==> src/rtl/dscl_pkg.sv <==
// Shared types and constants for the copy/insert delta instruction counter.
// No dependencies; imported by dscl_core and the top level.
`default_nettype none

package dscl_pkg;

  // Result status codes as they appear on the status port.
  typedef enum logic [2:0] {
    ST_OK        = 3'd0,
    ST_TOO_SHORT = 3'd1,
    ST_TRUNCATED = 3'd2,
    ST_MISMATCH  = 3'd3,
    ST_OVERFLOW  = 3'd4
  } status_e;

  // One result word, as produced by the core at the end of a stream.
  typedef struct packed {
    status_e     status;
    logic [31:0] source_copied;
    logic [31:0] inserted_count;
  } result_t;

  // Reset value of the shortest accepted stream length.
  localparam logic [7:0] MinLenReset = 8'd4;

  // Copy size used when both size bytes are absent or zero.
  localparam logic [16:0] CopySizeDefault = 17'h10000;

endpackage

`default_nettype wire

==> src/rtl/delta_stream_copy_literal_counter.sv <==
// Top level of the copy/insert delta instruction counter: handshakes, input
// and result registers, configuration register. Depends on dscl_pkg, dscl_core.
`default_nettype none

//  Channel  | Direction | Handshake               | Payload
//  ---------+-----------+-------------------------+--------------------------------
//  input    | in        | in_valid_i/in_stall_o   | delta_byte_i, last_byte_i
//  result   | out       | out_valid_o/out_stall_i | status_o, source_copied_o,
//           |           |                         | inserted_count_o
//  config   | in        | cfg_we_i                | cfg_wdata_i (min_delta_length)
//
// A word is accepted at a clock edge where its valid is high and its stall is low.
// Each accepted byte is held in the input register and parsed from there; the
// byte marked last loads its result word into the result register when it is
// parsed, and the word waits there until it is taken.
// One byte per cycle is sustained while no last byte is held back.
// Only a last byte can be held back, and only while the previous result word is
// still waiting on a stalled output; ordinary bytes keep flowing meanwhile.
// Reset clears the parser and sets the shortest accepted length to 4 bytes.
module delta_stream_copy_literal_counter #(
  parameter int COUNT_WIDTH = 32
) (
  input  logic        clk_i,
  input  logic        rst_ni,
  // Configuration
  input  logic        cfg_we_i,
  input  logic [7:0]  cfg_wdata_i,
  // Input words
  input  logic        in_valid_i,
  output logic        in_stall_o,
  input  logic [7:0]  delta_byte_i,
  input  logic        last_byte_i,
  // Result words
  output logic        out_valid_o,
  input  logic        out_stall_i,
  output logic [2:0]  status_o,
  output logic [31:0] source_copied_o,
  output logic [31:0] inserted_count_o
);
  import dscl_pkg::*;

  logic [7:0] min_len_q;

  // Input register.
  logic       in_valid_q;
  logic [7:0] in_byte_q;
  logic       in_last_q;

  // Result register.
  logic       out_valid_q;
  result_t    out_q;
  result_t    core_result;

  logic       in_accept;
  logic       step;
  logic       out_take;

  // The held byte moves on unless it would end a stream while the previous
  // result word is still blocked downstream.
  assign step       = in_valid_q && !(in_last_q && out_valid_q && out_stall_i);
  assign in_stall_o = in_valid_q && !step;
  assign in_accept  = in_valid_i && !in_stall_o;
  assign out_take   = out_valid_q && !out_stall_i;

  always_ff @(posedge clk_i or negedge rst_ni) begin
    if (!rst_ni) begin
      min_len_q <= MinLenReset;
    end else if (cfg_we_i) begin
      min_len_q <= cfg_wdata_i;
    end
  end

  always_ff @(posedge clk_i or negedge rst_ni) begin
    if (!rst_ni) begin
      in_valid_q <= 1'b0;
    end else if (in_accept) begin
      in_valid_q <= 1'b1;
    end else if (step) begin
      in_valid_q <= 1'b0;
    end
  end

  always_ff @(posedge clk_i) begin
    if (in_accept) begin
      in_byte_q <= delta_byte_i;
      in_last_q <= last_byte_i;
    end
  end

  dscl_core #(
    .CountWidth (COUNT_WIDTH)
  ) u_core (
    .clk_i     (clk_i),
    .rst_ni    (rst_ni),
    .step_i    (step),
    .byte_i    (in_byte_q),
    .last_i    (in_last_q),
    .min_len_i (min_len_q),
    .result_o  (core_result)
  );

  always_ff @(posedge clk_i or negedge rst_ni) begin
    if (!rst_ni) begin
      out_valid_q <= 1'b0;
    end else if (step && in_last_q) begin
      out_valid_q <= 1'b1;
    end else if (out_take) begin
      out_valid_q <= 1'b0;
    end
  end

  always_ff @(posedge clk_i) begin
    if (step && in_last_q) begin
      out_q <= core_result;
    end
  end

  assign out_valid_o      = out_valid_q;
  assign status_o         = out_q.status;
  assign source_copied_o  = out_q.source_copied;
  assign inserted_count_o = out_q.inserted_count;

  // Input is only held back while a byte already waits in the input register.
  assert property (@(posedge clk_i) disable iff (!rst_ni)
    in_stall_o |-> in_valid_q && in_last_q)
    else $error("top: input stalled without a held last byte");

  // Parsing a last byte always presents a result word next cycle.
  assert property (@(posedge clk_i) disable iff (!rst_ni)
    step && in_last_q |=> out_valid_q)
    else $error("top: end of stream produced no result word");

  // Counts are only reported for a clean stream.
  assert property (@(posedge clk_i) disable iff (!rst_ni)
    out_valid_q && out_q.status != ST_OK |->
      out_q.source_copied == 32'd0 && out_q.inserted_count == 32'd0)
    else $error("top: counts reported with an error status");

  // A waiting result word is never overwritten.
  assert property (@(posedge clk_i) disable iff (!rst_ni)
    out_valid_q && out_stall_i |-> !(step && in_last_q))
    else $error("top: result word overwritten while stalled");

endmodule

`default_nettype wire

==> src/rtl/dscl_core.sv <==
// Parser state and counters for the copy/insert delta instruction counter.
// Depends on dscl_pkg for the status codes and the result word.
`default_nettype none

module dscl_core #(
  parameter int CountWidth = 32
) (
  input  logic              clk_i,
  input  logic              rst_ni,
  input  logic              step_i,
  input  logic [7:0]        byte_i,
  input  logic              last_i,
  input  logic [7:0]        min_len_i,
  output dscl_pkg::result_t result_o
);
  import dscl_pkg::*;

  // Width of the target size shifter: seven payload bits moved up to 63 places.
  localparam int ShW = 71;

  typedef enum logic [4:0] {
    PH_SRC_HDR   = 5'b00001,
    PH_DST_HDR   = 5'b00010,
    PH_CMD       = 5'b00100,
    PH_COPY_ARGS = 5'b01000,
    PH_LITERAL   = 5'b10000
  } phase_e;

  phase_e                  phase_q, phase_d;
  logic [5:0]              shift_q, shift_d;
  logic [CountWidth-1:0]   target_q, target_d;
  logic [6:0]              mask_q, mask_d;
  logic [15:0]             copy_len_q, copy_len_d;
  logic [6:0]              lit_rem_q, lit_rem_d;
  logic [CountWidth-1:0]   out_tot_q, out_tot_d;
  logic [CountWidth-1:0]   cop_tot_q, cop_tot_d;
  logic [CountWidth-1:0]   lit_tot_q, lit_tot_d;
  logic [31:0]             seen_q, seen_d;
  logic                    ovf_q, ovf_d;

  logic [ShW-1:0]          tgt_shifted;
  logic [5:0]              due;
  logic [5:0]              due_bit;
  logic                    copy_fin;
  logic                    lit_cmd;
  logic [16:0]             add_val;
  logic [CountWidth:0]     out_sum, cop_sum, lit_sum;
  logic [CountWidth+31:0]  cop_ext, lit_ext;
  status_e                 status;

  assign tgt_shifted = ShW'(byte_i[6:0]) << shift_q;
  assign due         = mask_q[5:0];
  assign due_bit     = due & (~due + 6'd1);

  always_comb begin
    phase_d    = phase_q;
    shift_d    = shift_q;
    target_d   = target_q;
    mask_d     = mask_q;
    copy_len_d = copy_len_q;
    lit_rem_d  = lit_rem_q;
    ovf_d      = ovf_q;
    copy_fin   = 1'b0;
    lit_cmd    = 1'b0;

    case (phase_q)
      PH_SRC_HDR: begin
        if (!byte_i[7]) phase_d = PH_DST_HDR;
      end
      PH_DST_HDR: begin
        // Payload bits that land at or above the counter width are lost.
        if (|tgt_shifted[ShW-1:CountWidth]) ovf_d = 1'b1;
        target_d = target_q | tgt_shifted[CountWidth-1:0];
        shift_d  = (shift_q >= 6'd57) ? 6'd63 : shift_q + 6'd7;
        if (!byte_i[7]) phase_d = PH_CMD;
      end
      PH_CMD: begin
        if (byte_i[7]) begin
          mask_d     = byte_i[6:0];
          copy_len_d = '0;
          if (|byte_i[5:0]) phase_d = PH_COPY_ARGS;
          else              copy_fin = 1'b1;
        end else begin
          lit_cmd   = 1'b1;
          lit_rem_d = byte_i[6:0];
          if (|byte_i[6:0]) phase_d = PH_LITERAL;
        end
      end
      PH_COPY_ARGS: begin
        // Operand bytes arrive in mask order, lowest bit first.
        if (due_bit[4]) copy_len_d[7:0]  = copy_len_q[7:0] | byte_i;
        if (due_bit[5]) copy_len_d[15:8] = copy_len_q[15:8] | byte_i;
        mask_d = mask_q & ~{1'b0, due_bit};
        if (mask_d[5:0] == 6'd0) copy_fin = 1'b1;
      end
      PH_LITERAL: begin
        if (lit_rem_q != 7'd0) lit_rem_d = lit_rem_q - 7'd1;
        if (lit_rem_d == 7'd0) phase_d = PH_CMD;
      end
      default: begin
        phase_d = PH_CMD;
      end
    endcase

    // One shared addend per byte: a finished copy size or a literal length.
    if (copy_fin) begin
      add_val = (copy_len_d == 16'd0) ? CopySizeDefault : {1'b0, copy_len_d};
    end else begin
      add_val = {9'd0, byte_i};
    end

    out_sum = {1'b0, out_tot_q} + (CountWidth+1)'(add_val);
    cop_sum = {1'b0, cop_tot_q} + (CountWidth+1)'(add_val);
    lit_sum = {1'b0, lit_tot_q} + (CountWidth+1)'(add_val);

    out_tot_d = out_tot_q;
    cop_tot_d = cop_tot_q;
    lit_tot_d = lit_tot_q;
    if (copy_fin || lit_cmd) begin
      out_tot_d = out_sum[CountWidth-1:0];
      if (out_sum[CountWidth]) ovf_d = 1'b1;
    end
    if (copy_fin && !mask_d[6]) begin
      cop_tot_d = cop_sum[CountWidth-1:0];
      if (cop_sum[CountWidth]) ovf_d = 1'b1;
    end
    if (lit_cmd) begin
      lit_tot_d = lit_sum[CountWidth-1:0];
      if (lit_sum[CountWidth]) ovf_d = 1'b1;
    end
    if (copy_fin) begin
      mask_d     = '0;
      copy_len_d = '0;
      phase_d    = PH_CMD;
    end

    seen_d = (seen_q == 32'hFFFF_FFFF) ? seen_q : seen_q + 32'd1;

    if (seen_d < {24'd0, min_len_i}) begin
      status = ST_TOO_SHORT;
    end else if (phase_d != PH_CMD) begin
      status = ST_TRUNCATED;
    end else if (ovf_d) begin
      status = ST_OVERFLOW;
    end else if (out_tot_d != target_d) begin
      status = ST_MISMATCH;
    end else begin
      status = ST_OK;
    end
  end

  assign cop_ext = {32'd0, cop_tot_d};
  assign lit_ext = {32'd0, lit_tot_d};

  always_comb begin
    result_o.status         = status;
    result_o.source_copied  = (status == ST_OK) ? cop_ext[31:0] : 32'd0;
    result_o.inserted_count = (status == ST_OK) ? lit_ext[31:0] : 32'd0;
  end

  always_ff @(posedge clk_i or negedge rst_ni) begin
    if (!rst_ni) begin
      phase_q    <= PH_SRC_HDR;
      shift_q    <= '0;
      target_q   <= '0;
      mask_q     <= '0;
      copy_len_q <= '0;
      lit_rem_q  <= '0;
      out_tot_q  <= '0;
      cop_tot_q  <= '0;
      lit_tot_q  <= '0;
      seen_q     <= '0;
      ovf_q      <= 1'b0;
    end else if (step_i) begin
      if (last_i) begin
        phase_q    <= PH_SRC_HDR;
        shift_q    <= '0;
        target_q   <= '0;
        mask_q     <= '0;
        copy_len_q <= '0;
        lit_rem_q  <= '0;
        out_tot_q  <= '0;
        cop_tot_q  <= '0;
        lit_tot_q  <= '0;
        seen_q     <= '0;
        ovf_q      <= 1'b0;
      end else begin
        phase_q    <= phase_d;
        shift_q    <= shift_d;
        target_q   <= target_d;
        mask_q     <= mask_d;
        copy_len_q <= copy_len_d;
        lit_rem_q  <= lit_rem_d;
        out_tot_q  <= out_tot_d;
        cop_tot_q  <= cop_tot_d;
        lit_tot_q  <= lit_tot_d;
        seen_q     <= seen_d;
        ovf_q      <= ovf_d;
      end
    end
  end

  // A fresh stream has seen no bytes and still waits for its source header.
  assert property (@(posedge clk_i) disable iff (!rst_ni)
    seen_q == 32'd0 |-> phase_q == PH_SRC_HDR)
    else $error("dscl_core: parser left the header phase without a byte");

  // A partial copy size only exists while copy operands are being read.
  assert property (@(posedge clk_i) disable iff (!rst_ni)
    copy_len_q != 16'd0 |-> phase_q == PH_COPY_ARGS)
    else $error("dscl_core: copy size held outside the operand phase");

  // Literal data still due only while skipping literal bytes.
  assert property (@(posedge clk_i) disable iff (!rst_ni)
    lit_rem_q != 7'd0 |-> phase_q == PH_LITERAL)
    else $error("dscl_core: literal count held outside the literal phase");

endmodule

`default_nettype wire

==> config.mk <==
export PLATFORM = sky130hd
export DESIGN_NAME = delta_stream_copy_literal_counter
export DESIGN_NICKNAME = d
export VERILOG_FILES = /design/src/rtl/dscl_pkg.sv /design/src/rtl/delta_stream_copy_literal_counter.sv /design/src/rtl/dscl_core.sv
export SDC_FILE = /design/constraint.sdc
export NUM_CORES = 1
export LEC_CHECK = 0
export BUFFER_PORTS_ARGS = -buffer_cell sky130_fd_sc_hd__clkbuf_2
export CAP_MARGIN = 20
export CORE_MARGIN = 2
export CORE_UTILIZATION = 45
export CTS_CLUSTER_DIAMETER = 100
export DETAILED_ROUTE_END_ITERATION = 8
export PLACE_DENSITY = 0.69
export SETUP_SLACK_MARGIN = 0.4
export SLEW_MARGIN = 15
export SYNTH_ARGS = -nofsm -noshare
export SYNTH_HDL_FRONTEND = slang
export SYNTH_SLANG_ARGS = --single-unit
==> constraint.sdc <==
create_clock -name clk_i -period 16.75 [get_ports clk_i]
set_clock_uncertainty 0.15 [all_clocks]
set_input_delay 4.1875 -clock clk_i [delete_from_list [all_inputs] [get_ports clk_i]]
set_output_delay 4.1875 -clock clk_i [all_outputs]
set_load 0.005 [all_outputs]
# Yosys cells after proc, flatten, opt, wreduce, memory -nomap -nowiden

Cells that the tools add are included.

Shift operators: 1
Mux-type cells: 62
Reductions and logical operators: 30
Add/sub/neg operators: 7
Equal/unequal tests: 10
Multipliers: 0
Bitwise operators: 7
Div/mod/pow operators: 0
$lt $le $gt $ge: 2

Operators with widths:

| operator                                       | number |
|---|---|
| 2-to-1 mux 32 bit                              | 10 |
| adder 32 x 17 -> 33 bit                        | 3 |
| left shift 7 x 6 -> 71 bit                     | 1 |
| 2-to-1 mux 7 bit                               | 7 |
| 2-to-1 mux 16 bit                              | 3 |
| 2-to-1 mux 5 bit                               | 8 |
| OR reduction 39 bit                            | 1 |
| 2-to-1 mux 17 bit                              | 2 |
| adder 32 x 1 -> 32 bit (second input constant) | 1 |
| equality test 32 bit (second input constant)   | 1 |
| less-than comparator 32 x 8 -> 1 bit           | 1 |
| inequality test 32 bit                         | 1 |
| OR 32 bit                                      | 1 |
| one-hot mux 16 bit (2 select lines)            | 1 |
| one-hot mux 7 bit (2 select lines)             | 2 |
| one-hot mux 5 bit (5 select lines)             | 1 |
| 2-to-1 mux 1 bit                               | 18 |
| 2-to-1 mux 6 bit                               | 3 |
| logical NOT 16 bit                             | 1 |
| 2-to-1 mux 8 bit                               | 2 |
| OR 8 bit                                       | 2 |
| 2-to-1 mux 3 bit                               | 3 |
| logical AND 1 bit                              | 8 |
| AND 7 bit                                      | 1 |
| other kinds (30)                               | 37 |

Memories: 0
Latch bits: 0
Memory bits (writable): 0
Input bits: 22
Word-level logic and storage cells: 139
Output and inout port bits: 69
Flip-flop bits (word level): 288
Bits in read-only memories: 0

# Logic depth before layout (Yosys ltp)

Depth after elaboration: 20
Gate-level depth with buffers: 25
Gate-level depth less buffers: 20

# By module

From an unflattened synthesis, not the netlist that was laid out.

Cell total of the unflattened synthesis: 2140
Area, all modules: 19551.3 µm²

By module, submodules not included:

| module                            | seq. area each (µm²) | times used | cells an instance | area an instance (µm²) |
|---|---|---|---|---|
| dscl_core                         | 5056.1               | 1          | 2035              | 16837.4 |
| delta_stream_copy_literal_counter | 2533.7               | 1          | 105               | 2713.9 |

# Least setup slack after synthesis

No wires, ideal clock.

Kind: input -> output
From: input out_stall_i
To: output in_stall_o
Path slack: 8.030 ns
Required time: 12.412 ns
Stages on the path: 2
Arrival: 4.382 ns
Buffers on the path: 0
Cell sequence: nand4_1 > inv_1

Cells in the longest elaborated chain, start to end: 5

RTL lines:

| element           | line                                    | RTL |
|---|---|---|
| from (decl)       | delta_stream_copy_literal_counter.sv:35 | `input logic out_stall_i,` |
| logical AND 1 bit | delta_stream_copy_literal_counter.sv:60 | `assign step = in_valid_q && !(in_last_q && out_valid_q && out_stall_i);` |
| logical NOT 1 bit | delta_stream_copy_literal_counter.sv:60 |  |
| logical AND 1 bit | delta_stream_copy_literal_counter.sv:60 |  |
| logical NOT 1 bit | delta_stream_copy_literal_counter.sv:61 | `assign in_stall_o = in_valid_q && !step;` |
| logical AND 1 bit | delta_stream_copy_literal_counter.sv:61 |  |
| to (decl)         | delta_stream_copy_literal_counter.sv:30 | `output logic in_stall_o,` |

No other way between the ends.

# Worst setup path after layout

Ends and elaborated chain as after synthesis.

==> flow_summary_export.csv <==
group,metric,value,unit
synthesis,synth_compound_area_share,22.7,%
clock_network,cts.reportedPaths.clkPinSlew,0.05,ns
placed_design,routabilityCongestion,0.904,
synthesis,synth_enable_flop_cells,76,
worst_setup_path,cp-startpoint,"out_stall_i",
layout,most-common-layout-cells,"240 x nand2_1, 210 x dfrtp_1, 193 x nor2_1, 186 x o21ai_0, 127 x a21oi_1",
worst_setup_path,crit_path_cell_trace,"clkbuf_2 > nand4_1 > inv_1 > clkbuf_2",
synthesis,post_synth_xor_area_fraction,6.35,%
synthesis,synth_top_family_by_area,"compound AO/OA/AOI/OAI gates",
hold_path,min_path_type,"reg -> reg",
clock_network,clock-sinks,288,
run,maxCapViolCount,0,
timing,final-max-slew-violation-count,0,
placed_design,hpwl,35900,um
placed_design,place.port_buffers,90,
synthesis,synth_fp_nets,2179,
synthesis,synth.ff_latch_count,288,
clock_network,cts_setup_buffers,0,
clock_network,cts_made_buffers,35,
floorplan,design.core.area,40900,um2
worst_setup_path,crit_arrival,4.61,ns
routing,routed-via-count,16527,
layout,post_route_cells_drive_above_1_share,11.7,%
clock_network,h-tree-depth,2,
worst_setup_path,crit_path_start_kind,"input pin",
worst_setup_path,cp_num_cells,4,
synthesis,synth_simple_gate_area_share,19.8,%
power_and_ir_drop,power_density,88.9,nW/um2
routing,routed_wirelength,52900,um
routing,dr.pass1.iters,5,
synthesis,post-synth-top-area-fraction,28.1,%
synthesis,adder_cell_share_of_the_synthesized_area,4.72,%
timing,max_clock_freq,112,MHz
layout,final_nets,2209,
global_route,maximum_number_of_pins_on_one_net_before_global_route_repair,77,
layout,layout_overhead_on_the_synthesized_area,10.7,%
clock_network,clkLatencyLatePin,0.56,ns
timing,relSlewSlack,19.0,%
synthesis,avgSynthCellArea,8.95,um2
clock_network,cts_resized,0,
worst_setup_path,crit_path_max_incr_delay,0.13,ns
worst_setup_path,reg2reg_to,"inserted_count_o[15]",
layout,layout.cells.most_common,"nand2_1",
timing,report.final.setup_viol,0,
floorplan,die-width,208,um
timing,timing.final.hold_violations,0,
routing,final_antenna_net_count,0,
global_route,global_route.usage.total,24.2,%
clock_network,max-clock-path-buffers,3,
global_route,overflow,0,
synthesis,ys.flop_type,"dfrtp_1",
worst_setup_path,critical-path-top-delay-family,"buffers and inverters",
routing,drt_iter0_markers,1322,
synthesis,syn-instance-count,2089,
layout,antennaDiodeCount,0,
worst_setup_path,worst-setup-path-type,"in -> out",
synthesis,synth.yosys.seq_area_share,40.6,%
clock_network,clock-root-buffer,"clkbuf_16",
global_route,grt_pass1_wl,85000,um
timing,final.setup.tns,0,ns
timing,shortest_clock_period_the_worst_path_allows_after_layout,8.95,ns
run_status,status,"finished, final reports clean",
worst_setup_path,worstSetupEndpoint,"in_stall_o",
floorplan,die_height,208,um
worst_setup_path,timing.critical_path.to_type,"output port",
synthesis,synth_area,18700,um2
global_route,first_global_vias,15666,
power_and_ir_drop,power.total,1840,uW
worst_setup_path,critPathMostFrequentCell,"clkbuf_2",
routing,route.detailed.vias_per_inst,6.17,
global_route,grt_antenna_before_repair,0,
power_and_ir_drop,leakage,0.00857,uW
worst_setup_path,reg2reg_setup_slack,9.84,ns
worst_setup_path,slowest_stage,"nand4_1",
timing,timing_worst_slew_pin_value,1.21,ns
routing,detail_route.drc_violations,0,
floorplan,initial_utilization,45.7,%
synthesis,yosysWarningCount,0,
floorplan,io_pins,91,
worst_setup_path,required_time_at_the_worst_slack_endpoint,12.41,ns
worst_setup_path,worst_r2r_startpoint,"u_core.seen_q[8]",
clock_network,tritoncts,"done",
worst_setup_path,cp.buffers_inverters,3,
worst_setup_path,crit_fanout,3,
power_and_ir_drop,ir_worst_vdd,61.6,uV
synthesis,synth_async_sr_flop_share,73.6,%
worst_setup_path,ff2ff_path_depth,20,
synthesis,synth_top_cell_by_area,"dfrtp_1",
floorplan,fp.dieArea,43200,um2
floorplan,num_rows,74,
routing,wire_per_inst,19.8,um
synthesis,mux_share_of_post_synthesis_cell_area,1.93,%
synthesis,synth.area.top_cells,"dfrtp_1 28%, edfxtp_1 12%, o21ai_0 5.0%, nand2_1 4.8%, ha_1 4.3%",
synthesis,synth_cell_type_count,105,
timing,min_period_over_period,53.4,%
clock_network,ctsHoldBuffers,0,
timing,unrepaired_setup_endpoints_after_global_routing,"no",
## cell usage after synthesis (18+ instances only)
master	count
nand2_1	241
dfrtp_1	210
nor2_1	194
o21ai_0	187
a21oi_1	127
clkbuf_1	85
xnor2_1	77
edfxtp_1	76
ha_1	65
a22o_1	64
xor2_1	56
nand3_1	52
nor3_1	48
a31oi_1	41
inv_1	34
nand4_1	32
o31ai_1	31
a21o_1	27
and2_1	27
and3_1	24
buf_2	23
nand2b_1	20
nor2b_1	20
mux2i_1	18
## cells by family after synthesis
| group | Yosys count |
|---|---|
| buf+inv | 165 |
| xor+xnor | 134 |
| flops | 288 |
| fa+ha+maj | 69 |
| mux | 32 |
| compound gates | 646 |
| simple gates | 755 |
## registers in the layout, indices dropped and copies added (netlist names), 16 cells and up
name               flops
inserted_count_o      32
source_copied_o       32
u_core.cop_tot_q      32
u_core.lit_tot_q      32
u_core.out_tot_q      32
u_core.seen_q         32
u_core.target_q       32
u_core.copy_len_q     16
## metal layers
metal	GRT usage, %	up-vias	share of wire [%]
met1	34.0	8011	44
li1	-	7754	-
met3	4.72	113	7.5
met4	7.78	0	3.0
met5	0	-	0
met2	37.6	649	45
## layout make-up
type | count | area [um2]
Clock buffer | 46 | 1000
Clock inverter | 17 | 216
Fill cell | 3770 | 20200
Inverter | 38 | 144
Multi-Input combinational cell | 1636 | 10400
Sequential cell | 288 | 7590
Tap cell | 532 | 666
Timing Repair Buffer | 120 | 683
## report_power, final
part	internal, uW	switching, uW	total (uW)
clock	487	320	807
sequential	748	25.1	773
combinational	86.6	173	260
total	1320	519	1840
## worst reg2reg max path, cell delays in order, from the launching register on
cell       delay, ns
dfrtp_1         0.46
and4_1          0.37
nand4_1         0.51
or3_1           0.57
nand2b_1        0.33
and3_1          0.33
nand3_1         0.12
xnor2_1         0.16
ha_1            0.29
a21o_1          0.17
a21o_1          0.17
a2111oi_0       0.61
nand4_1         0.22
nor4_1          0.21
nand4_1         0.14
or4_1           0.45
nor3_2          0.27
nand2b_1        0.18
or4_2           0.13
buf_4           0.56
nor2_1          0.23
## worst min path at each step
| stage | from | end | slack, ns | cells past startpoint |
|---|---|---|---|---|
| CTS | u_core.target_q[16] | u_core.target_q[16] | 0.34 | 2 |
| global placement | u_core.target_q[16] | u_core.target_q[16] | 0.32 | 2 |
| global route | u_core.target_q[5] | u_core.target_q[5] | 0.37 | 2 |
| detailed placement | u_core.target_q[16] | u_core.target_q[16] | 0.33 | 2 |
| floorplan | u_core.ovf_q | u_core.ovf_q | 0.30 | 2 |
| finish | u_core.target_q[15] | u_core.target_q[15] | 0.35 | 2 |
## metrics by stage
step	setup WS, ns	utilization (%)	instances	instance area [um2]	hold WS (ns)
final	7.80	50.6	2677	20700	0.346
after global routing	7.75	50.6	2677	20700	0.367
after CTS	7.79	50.6	2675	20700	0.343
after detailed placement	7.79	47.6	2612	19500	0.329
after global placement	7.80	47.6	2612	19500	0.324
after floorplan	8.03	-	2089	18700	0.302
(Power assumes the default switching activity.)
